`src/hw/rtl/bine_pkg.sv`:
```
package bine_pkg;

    localparam int IDX_BITS = 10;

    localparam logic [3:0] OP_CLEAR  = 4'd0;
    localparam logic [3:0] OP_LOOKUP = 4'd1;
    localparam logic [3:0] OP_FIND   = 4'd2;
    localparam logic [3:0] OP_READ   = 4'd3;
    localparam logic [3:0] OP_SETKEY = 4'd4;
    localparam logic [3:0] OP_ROOT   = 4'd5;
    localparam logic [3:0] OP_INSERT = 4'd6;
    localparam logic [3:0] OP_REMOVE = 4'd7;
    localparam logic [3:0] OP_APPEND = 4'd8;

    localparam logic [2:0] STS_OK      = 3'd0;
    localparam logic [2:0] STS_INDEX   = 3'd1;
    localparam logic [2:0] STS_NOCHILD = 3'd2;
    localparam logic [2:0] STS_FULL    = 3'd3;
    localparam logic [2:0] STS_FEW     = 3'd4;

    typedef enum logic [2:0] {
        CELL_HOLD,
        CELL_LE,
        CELL_PICK_HIT,
        CELL_PICK_IDX,
        CELL_WRITE_KEY,
        CELL_WRITE_BOTH,
        CELL_NEW_ROOT,
        CELL_INSERT
    } cell_op_t;

    typedef struct packed {
        cell_op_t op;
        logic     remove;
    } cell_ctrl_t;

    typedef struct packed {
        logic                found;
        logic [IDX_BITS-1:0] idx;
        logic [63:0]         key;
        logic [30:0]         child;
    } chain_bus_t;

endpackage

```
`src/hw/rtl/bine_cell.sv`:
```
module bine_cell #(
    parameter int INDEX    = 0,
    parameter int PW       = 9,
    parameter int KEY_BITS = 64
) (
    input  logic                aclk,
    input  bine_pkg::cell_ctrl_t ctrl,
    input  logic [PW-1:0]       pos,
    input  logic [PW-1:0]       cnt,
    input  logic [KEY_BITS-1:0] key_in,
    input  logic [30:0]         child_in,
    input  logic [30:0]         alt_child,
    input  logic [KEY_BITS-1:0] left_key,
    input  logic [30:0]         left_child,
    input  logic [KEY_BITS-1:0] right_key,
    input  logic [30:0]         right_child,
    output logic [KEY_BITS-1:0] key_q,
    output logic [30:0]         child_q,
    output logic                le_q,
    input  bine_pkg::chain_bus_t bus_in,
    output bine_pkg::chain_bus_t bus_out
);
    import bine_pkg::*;

    localparam logic [PW-1:0] POS    = PW'(INDEX);
    localparam logic [PW:0]   POS_P1 = (PW + 1)'(INDEX + 1);

    logic [KEY_BITS-1:0] key_reg, key_next;
    logic [30:0]         child_reg, child_next;
    logic                pick_reg, pick_next;
    logic                le_reg, le_next;
    chain_bus_t          bus_reg, bus_next;

    always_comb begin
        key_next   = key_reg;
        child_next = child_reg;
        pick_next  = pick_reg;
        le_next    = le_reg;
        if (ctrl.remove) begin
            if (POS >= pos && POS_P1 < {1'b0, cnt}) begin
                key_next   = right_key;
                child_next = right_child;
            end
        end else begin
            unique case (ctrl.op)
                CELL_LE:       le_next = (key_reg <= key_in);
                CELL_PICK_HIT: pick_next = (POS < cnt) && (child_reg == alt_child);
                CELL_PICK_IDX: pick_next = (POS == pos);
                CELL_WRITE_KEY: begin
                    if (POS == pos) key_next = key_in;
                end
                CELL_WRITE_BOTH: begin
                    if (POS == pos) begin
                        key_next   = key_in;
                        child_next = child_in;
                    end
                end
                CELL_NEW_ROOT: begin
                    if (INDEX == 0) child_next = alt_child;
                    if (INDEX == 1) begin
                        key_next   = key_in;
                        child_next = child_in;
                    end
                end
                CELL_INSERT: begin
                    if (POS == pos) begin
                        key_next   = key_in;
                        child_next = child_in;
                    end else if (POS > pos && POS <= cnt) begin
                        key_next   = left_key;
                        child_next = left_child;
                    end
                end
                default: ;
            endcase
        end
        bus_next = bus_in;
        if (!bus_in.found && pick_reg) begin
            bus_next.found = 1'b1;
            bus_next.idx   = IDX_BITS'(INDEX);
            bus_next.key   = 64'(key_reg);
            bus_next.child = child_reg;
        end
    end

    always_ff @(posedge aclk) begin
        key_reg   <= key_next;
        child_reg <= child_next;
        pick_reg  <= pick_next;
        le_reg    <= le_next;
        bus_reg   <= bus_next;
    end

    assign key_q   = key_reg;
    assign child_q = child_reg;
    assign le_q    = le_reg;
    assign bus_out = bus_reg;

endmodule

```
`config.mk`:
```
export PLATFORM = sky130hd
export DESIGN_NAME = bine_cell
export DESIGN_NICKNAME = d
export VERILOG_FILES = /design/src/hw/rtl/bine_pkg.sv /design/src/hw/rtl/bine_cell.sv
export SDC_FILE = /design/constraint.sdc
export NUM_CORES = 1
export LEC_CHECK = 0
export BUFFER_PORTS_ARGS = -buffer_cell sky130_fd_sc_hd__buf_2
export CORE_AREA = 4 4 247 249
export CTS_CLUSTER_DIAMETER = 30
export DETAILED_ROUTE_END_ITERATION = 6
export DIE_AREA = 0 0 251 253
export SLEW_MARGIN = 20
export SYNTH_ARGS = -nofsm -noshare
export SYNTH_HDL_FRONTEND = slang
export SYNTH_SLANG_ARGS = --single-unit
```
`constraint.sdc`:
```
create_clock -name aclk -period 16.4 [get_ports aclk]
set_input_delay 3.28 -clock aclk [delete_from_list [all_inputs] [get_ports aclk]]
set_output_delay 3.28 -clock aclk [all_outputs]
set_load 0.02 [all_outputs]
```
==> results.json, run 1 <==
{
  "maxSlewViolCount": 0,
  "p_comb_frac": 0.112,
  "yosysSeqAreaShare": 0.472,
  "synth.area.top_cells": "edfxtp_1, dfxtp_1, mux2_2",
  "core_sq_um": 58700,
  "r2r-start": "key_q[43]",
  "gp_congestion": 0.867,
  "period_minus_slack_ns": 5.93,
  "startpoint": "pos[5]",
  "dp_hpwl_um": 41400,
  "p_leak_nw": 8.04,
  "antenna_found_initial": 20,
  "worstPathCellList": "buf_2 > or4_1 > or3_2 > nand3_4 > buf_4 > mux2i_1 > o21ai_1",
  "p_per_area_nw_per_um2": 119,
  "die_y_um": 253,
  "clk_pin_slew_ns": 0.04,
  "holdPathEnd": "bus_out[105]",
  "min_path_type": "flip-flop to flip-flop",
  "final_hold_viol_count": 0,
  "yosysTopAreaCell": "edfxtp_1",
  "status": "finished clean",
  "wl_per_cell_um": 20.2,
  "layout_setup_ws_ns": 10.47,
  "cts_root_buffer": "clkbuf_16",
  "layout-drive-gt1-share": 0.500,
  "max-slew-margin-rel": 0.333,
  "cp.arrival_ns": 6.21,
  "critPathSlowestCell": "buf_4",
  "synth_edf_count": 97,
  "syn_inst": 1009,
  "synth-seq-cells": 203,
  "viasPerCell": 4.32,
  "multi_input_area_sq_um": 5090,
  "pwr-share-seq": 0.282,
  "syn_area_sq_um": 10700,
  "timing.final.crit_share": 0.362,
  "clk_path_buf_depth": 3,
  "fin_cells": 2509,
  "tns_ns": 0,
  "dp_cells": 2382,
  "fillers": 6171,
  "grt_pass1_vias": 11600,
  "required_ns": 16.68,
  "portBuffers": 646,
  "cts_setup_buffers": 0,
  "cap_violations": 0,
  "grt_start_max_net_pins": 83,
  "postCtsHoldBufs": 0,
  "holdCritStartpoint": "pick_reg",
  "num_vias": 10800,
  "crit_path_max_fanout": 46,
  "slowest_delay_ns": 0.71,
  "drtAntennaViolNets": 0,
  "ir_drop_v": 0.000102,
  "ys_warn_count": 0,
  "dr.pass1.iters": 5,
  "grt_pass1_wl_um": 71800,
  "r2r-end": "le_q",
  "htree_levels": 3,
  "num_rows": 89,
  "power_w": 0.00201,
  "pre_cts_ws_ns": 9.89,
  "grt.overflow.total": 0,
  "yosysTopAreaCellShare": 0.273,
  "largest_register_ffs": 106,
  "tightestPinTransition_ns": 1.00,
  "swShare": 0.253,
  "clock-sinks": 203,
  "p_sw_w": 0.000508,
  "die_w_um": 251,
  "rsz0062_at_grt": "no",
  "synth.distinct_cells": 45,
  "reg2reg_slack_ns": 13.72,
  "avgSynthCellArea_sq_um": 10.6,
  "fmax_mhz": 169,
  "startpoint_type": "input port",
  "critical_path_class": "input port to flip-flop",
  "worstSkewPairLatency_ns": 0.58,
  "cts_buffers": 66,
  "drc_errors": 0,
  "first_iter_violations": 467,
  "setup_violations": 0,
  "dieArea_sq_um": 63500,
  "whs_path_depth": 1,
  "start_util": 0.182,
  "layout-area-overhead-vs-synth_pct": 58.2,
  "r2r_cells": 7,
  "grtUsageTotal": 0.151,
  "clock-skew-final_ns": 0.0194,
  "ys.flop_type": "dfxtp_1",
  "crit_path_end_kind": "flip-flop",
  "seq_area_sq_um": 5030,
  "async_reset_ff_frac": 0,
  "p_int_w": 0.00150,
  "io-pin-count": 647,
  "cts_tree": "done",
  "wl_um": 50700,
  "syn_nets": 1518,
  "cts_resized": 0,
  "clock_power_share": 0.606,
  "nNetsFinal": 2186
}
[layer usage]
metal | global-route usage | share of wire | vias to the layer above
li1 | - | - | 5045
met3 | 0.0497 | 0.087 | 145
met2 | 0.268 | 0.50 | 602
met4 | 0.0897 | 0.053 | 6
met5 | 0 | 0.00077 | -
met1 | 0.155 | 0.36 | 5035
[synthesized netlist by cell type, drive strengths merged, types with 3 or more instances]
library cell / n
nor2: 3
ha: 64
a21o: 6
xnor2: 7
xor2: 24
buf: 18
mux2i: 64
o221ai: 31
dfxtp: 106
o22ai: 31
a211oi: 3
nor2b: 14
inv: 68
o21ai: 105
mux2: 95
a21oi: 28
or3: 3
clkbuf: 40
nand2: 147
nor4: 10
or4: 3
edfxtp: 97
nand4: 15
nand3: 5
[kinds of logic after synthesis]
kind of cell / synth area share
buffers and inverters: 0.0556
DFF: 0.472
adders and majority gates: 0.0751
AOI/OAI and AO/OA: 0.122
xor gates and xnor gates: 0.0255
muxes: 0.160
and+or+nand+nor: 0.0889
[cell usage in the layout (no fill, tap or decap), types with 24 or more instances in the layout]
cell and count:
ha_1 64, o22ai_1 31, edfxtp_1 97, inv_1 68
o221ai_1 31, o21ai_1 74, mux2_2 95, a21oi_1 27
xor2_1 24, o21ai_0 31, nand2_1 146, clkbuf_16 67
dfxtp_1 106, mux2i_1 64, buf_2 645
[through the flow]
stage | cell area (sq um) | hold slack [ns] | util
after detailed placement | 14700 | 0.493 | 0.250
final | 16900 | 0.504 | 0.287
after global routing | 16900 | 0.521 | 0.287
after floorplan | 10700 | 0.426 | -
after global placement | 14700 | 0.489 | 0.250
after CTS | 16800 | 0.499 | 0.287
[final cells by class]
type / instances / area share
timing repair buffer: 658 / 0.197
multi-input combinational: 680 / 0.302
inverter: 68 / 0.0151
sequential: 203 / 0.299
tap: 773 / 0.0573
clock buffer: 90 / 0.110
antenna: 7 / 0.00104
clock inverter: 30 / 0.0180
[critical path: cells and delay by family]
family          cells  cell delay [ns]
simple gates        3             1.58
compound gates      1             0.09
buf+inv             2             0.80
mux                 1             0.30
[power groups by stage]
| stage | Sequential (W) | Clock (W) | Combinational (W) |
|---|---|---|---|
| finish | 0.000566 | 0.00122 | 0.000225 |
| global route | 0.000567 | 0.00127 | 0.000245 |
| CTS | 0.000566 | 0.00124 | 0.000227 |
| detailed placement | 0.000573 | 0 | 0.000226 |
| global placement | 0.000573 | 0 | 0.000222 |
| floorplan | 0.000598 | 0 | 0.0000901 |
[worst max path at each step]
stage | endpoint | cells past startpoint
floorplan | key_q[0] | 5
global placement | key_q[56] | 7
detailed placement | key_q[43] | 7
CTS | key_q[54] | 7
global route | key_q[55] | 7
finish | key_q[54] | 7
Power figures use the tool's default switching activity.
==> run 2: changes to the inputs <==
Settings changed: CORE_AREA 4 4 247 249 to 4 4 252 254, DIE_AREA 0 0 251 253 to 0 0 256 258.
Clock period 16.4 ns to 5.3 ns, I/O delays scaled along.
==> run 2 against run 1 <==
- routed wire length down 2.5%
- sequential share of layout area fell by 0.44 points
- first-iteration DRC count rose by 1.9%
- global-route usage fell by 0.80 points
- register-to-register slack got worse by 11 ns
- worst setup slack got worse by 8.7 ns
- combinational power rose to 3.1 times the previous value
- via count down 2.7%
- largest cell class unchanged
- design area up 1.5%
- critical path depth did not move
- largest power group unchanged
- critical path type unchanged
==> results.json, run 2 (synthesis gave the netlist of run 1 again) <==
{
  "status": "finished clean",
  "clock-sinks": 203,
  "cts_setup_buffers": 0,
  "grt.overflow.total": 0,
  "grt_start_max_net_pins": 106,
  "cts_tree": "done",
  "die_y_um": 258,
  "cp.arrival_ns": 3.80,
  "clk_pin_slew_ns": 0.04,
  "final_common_cell": "buf_2",
  "htree_levels": 3,
  "portBuffers": 646,
  "num_vias": 10500,
  "num_rows": 91,
  "die_w_um": 256,
  "timing.final.crit_share": 0.676,
  "min_path_type": "flip-flop to flip-flop",
  "layout_common_cells": "buf_2, nand2_1, dfxtp_1",
  "largest_register_ffs": 106,
  "grt_pass1_wl_um": 70900,
  "cts_root_buffer": "clkbuf_16",
  "drc_errors": 0,
  "critical_path_class": "input port to flip-flop",
  "cts_buffers": 70,
  "required_ns": 5.52,
  "fmax_mhz": 279,
  "postCtsHoldBufs": 0,
  "cap_violations": 0,
  "clk_path_buf_depth": 3,
  "p_per_area_nw_per_um2": 378,
  "core_sq_um": 61300,
  "dieArea_sq_um": 66000,
  "period_minus_slack_ns": 3.58,
  "final_hold_viol_count": 0,
  "crit_path_end_kind": "flip-flop",
  "fillers": 6470,
  "setup_violations": 0,
  "cts_resized": 0,
  "layout-area-overhead-vs-synth_pct": 60.6,
  "rsz0062_at_grt": "no",
  "gp_congestion": 0.854,
  "grt_pass1_vias": 11100,
  "max-slew-margin-rel": 0.383,
  "layout-drive-gt1-share": 0.505,
  "wl_per_cell_um": 19.5,
  "dr.pass1.iters": 5,
  "nNetsFinal": 2194,
  "wl_um": 49400,
  "clock-skew-final_ns": 0.0220,
  "worstSkewPairLatency_ns": 0.56,
  "dp_hpwl_um": 40100,
  "ir_drop_v": 0.000249,
  "maxSlewViolCount": 0,
  "antenna_found_initial": 10,
  "startpoint_type": "input port",
  "crit_path_max_fanout": 35,
  "viasPerCell": 4.16,
  "start_util": 0.174,
  "hold_ws_ns": 0.485,
  "tightestPinTransition_ns": 0.926,
  "tns_ns": 0,
  "p_leak_nw": 8.16,
  "grtUsageTotal": 0.143,
  "drtAntennaViolNets": 0,
  "io-pin-count": 647,
  "first_iter_violations": 476
}
## run 2: cell count changes in the layout (fill, tap and decap cells not counted), sizes merged
cell / change
bufinv: +2
inv: -6
buf: +4
diode: -4
clkinvlp: +2
clkinv: +7
clkbuf: +3
## run 2: area by class of cell
class                      count  area, sq um  area share
tap                          790          988      0.0577
inverter                      68          255      0.0149
clock inverter                35          329      0.0192
antenna                        3         7.51    0.000439
timing repair buffer         662         3410       0.199
sequential                   203         5030       0.294
multi-input combinational    680         5090       0.297
clock buffer                  93         2000       0.117
## run 2: final timing paths
path | cells past startpoint | slack, ns | startpoint | end
max reg2reg | 7 | 2.74 | key_q[47] | le_q
min | 1 | 0.48 | pick_reg | bus_out[105]
max | 7 | 1.72 | pos[5] | child_q[26]
min reg2reg | 1 | 0.48 | pick_reg | bus_out[105]
## run 2: metal layers
metal  vias to the layer above  global-route usage  routed length (um)
met3                       113              0.0540                4190
met2                       553               0.255               24800
li1                       5067                   -                   -
met4                         2              0.0570                1960
met5                         -                   0                  13
met1                      4810               0.152               18400
## run 2: through the flow
stage	setup WS [ns]	util	power (W)	cells	cell area [sq um]
global placement	1.20	0.241	0.00247	2403	14800
CTS	1.79	0.279	0.00657	2531	17100
finish	1.72	0.279	0.00647	2534	17100
floorplan	-0.00470	-	0.00213	1009	10700
detailed placement	1.16	0.241	0.00248	2403	14800
global route	1.72	0.279	0.00673	2531	17100
## run 2: report_power, final
| part | internal, W | total (W) | leakage (nW) | switching [W] |
|---|---|---|---|---|
| clock | 0.00286 | 0.00402 | 1.16 | 0.00116 |
| sequential | 0.00172 | 0.00175 | 1.74 | 0.0000246 |
| combinational | 0.000316 | 0.000697 | 5.26 | 0.000382 |
| total | 0.00490 | 0.00647 | 8.16 | 0.00157 |
## run 2: worst max-delay path, cell delays in order
cell and delay (ns):
buf_2 0.10, or4_1 0.58, or3_2 0.53, buf_4 0.29, o21a_1 0.26, o32ai_4 0.52, buf_4 0.41
==> run 3: changes to the inputs <==
Settings changed: CORE_AREA 4 4 252 254 to 4 4 248 250, DIE_AREA 0 0 256 258 to 0 0 252 254.
Clock period 5.3 ns to 3.7 ns, I/O delays scaled along.
==> run 3 against run 2 <==
- clock-buffer cell count shrank 12
- non-clock buffer count grew 5
- sequential power grew 43%
- critical endpoint is now key_q[35]
- via count grew 2.5%
- critical path depth is the same
- routed wire length grew 5.7%
- design area shrank 1.5%
- flip-flop and latch count is the same
- clock power grew 26%
- global-route usage grew 0.91 points
- critical path type unchanged
- highest routed layer unchanged
==> results.json, run 3 (synthesis gave the netlist of run 1 again) <==
{
  "grtUsageTotal": 0.152,
  "p_leak_nw": 8.03,
  "dr.pass1.iters": 5,
  "drtAntennaViolNets": 0,
  "clock-sinks": 203,
  "final_hold_viol_count": 0,
  "largest_register_ffs": 106,
  "core_sq_um": 59000,
  "cts_resized": 0,
  "viasPerCell": 4.31,
  "tns_ns": 0,
  "pre_cts_ws_ns": 0.387,
  "cts_buffers": 58,
  "cp.arrival_ns": 2.99,
  "grt_pass1_wl_um": 72900,
  "required_ns": 3.99,
  "grt_start_max_net_pins": 92,
  "clock-skew-final_ns": 0.0216,
  "timing.final.crit_share": 0.729,
  "cap_violations": 0,
  "utilization": 0.286,
  "wl_per_cell_um": 20.8,
  "min_path_type": "input port to flip-flop",
  "max-slew-margin-rel": 0.543,
  "grt.overflow.total": 0,
  "dieArea_sq_um": 64000,
  "gp_congestion": 0.887,
  "clk_pin_slew_ns": 0.05,
  "antenna_found_initial": 24,
  "layout_common_cells": "buf_2, nand2_1, dfxtp_1",
  "first_iter_violations": 493,
  "critical_path_class": "input port to flip-flop",
  "clk_path_buf_depth": 3,
  "num_vias": 10800,
  "start_util": 0.181,
  "layout_setup_ws_ns": 1.00,
  "setup_violations": 0,
  "rsz0062_at_grt": "no",
  "status": "finished clean",
  "startpoint_type": "input port",
  "io-pin-count": 647,
  "grt_pass1_vias": 11600,
  "p_per_area_nw_per_um2": 509,
  "wl_um": 52200,
  "postCtsHoldBufs": 0,
  "htree_levels": 2,
  "fmax_mhz": 371,
  "die_y_um": 254,
  "num_rows": 89,
  "drc_errors": 0,
  "layout-area-overhead-vs-synth_pct": 58.2,
  "cts_tree": "done",
  "portBuffers": 646,
  "crit_path_end_kind": "flip-flop",
  "layout-drive-gt1-share": 0.504,
  "cts_root_buffer": "clkbuf_16",
  "tightestPinTransition_ns": 0.684,
  "nNetsFinal": 2187,
  "worstSkewPairLatency_ns": 0.58,
  "cts_setup_buffers": 0,
  "ir_drop_v": 0.000382,
  "final_common_cell": "buf_2",
  "dp_hpwl_um": 43100,
  "die_w_um": 252,
  "crit_path_max_fanout": 19,
  "period_minus_slack_ns": 2.70,
  "maxSlewViolCount": 0
}
==> run 3: worst max-delay path: stages <==
cell     delay [ns]
buf_2          0.09
or4_1          0.58
or3_1          0.55
nand3_4        0.42
buf_12         0.25
mux2i_1        0.25
o21ai_1        0.08
==> run 3: routing by layer <==
layer	track usage	wire length (um)
met5	0	38
met4	0.0668	2570
met3	0.0397	4250
met2	0.284	26700
met1	0.160	18700
==> run 3: worst paths after layout <==
path	from	endpoint	slack [ns]	cells after the start
max reg2reg	key_q[47]	le_q	1.06	7
min reg2reg	pick_reg	bus_out[105]	0.46	1
max	pos[5]	key_q[35]	1.00	7
min	bus_in[61]	bus_out[61]	0.39	2
==> run 3: area by class of cell <==
| type | count | area, sq um |
|---|---|---|
| Inverter | 68 | 255 |
| Tap cell | 773 | 967 |
| Antenna cell | 7 | 17.5 |
| Sequential cell | 203 | 5030 |
| Clock buffer | 81 | 1790 |
| Clock inverter | 27 | 243 |
| Multi-Input combinational cell | 680 | 5090 |
| Timing Repair Buffer | 667 | 3470 |
| Fill cell | 6228 | 42200 |
==> run 3: where the power goes <==
| group | total (W) | internal, W | switching, W |
|---|---|---|---|
| Sequential | 0.00250 | 0.00247 | 0.0000379 |
| Clock | 0.00506 | 0.00354 | 0.00152 |
| Combinational | 0.00102 | 0.000459 | 0.000561 |
==> run 3: per-stage QoR <==
stage / instance area, sq um / hold WS (ns) / instances / total power [W]
floorplan: 10700 / 0.426 / 1009 / 0.00305
global placement: 14800 / 0.458 / 2391 / 0.00355
detailed placement: 14800 / 0.459 / 2391 / 0.00357
CTS: 16800 / 0.337 / 2499 / 0.00871
global route: 16900 / 0.353 / 2503 / 0.00891
finish: 16900 / 0.387 / 2506 / 0.00858
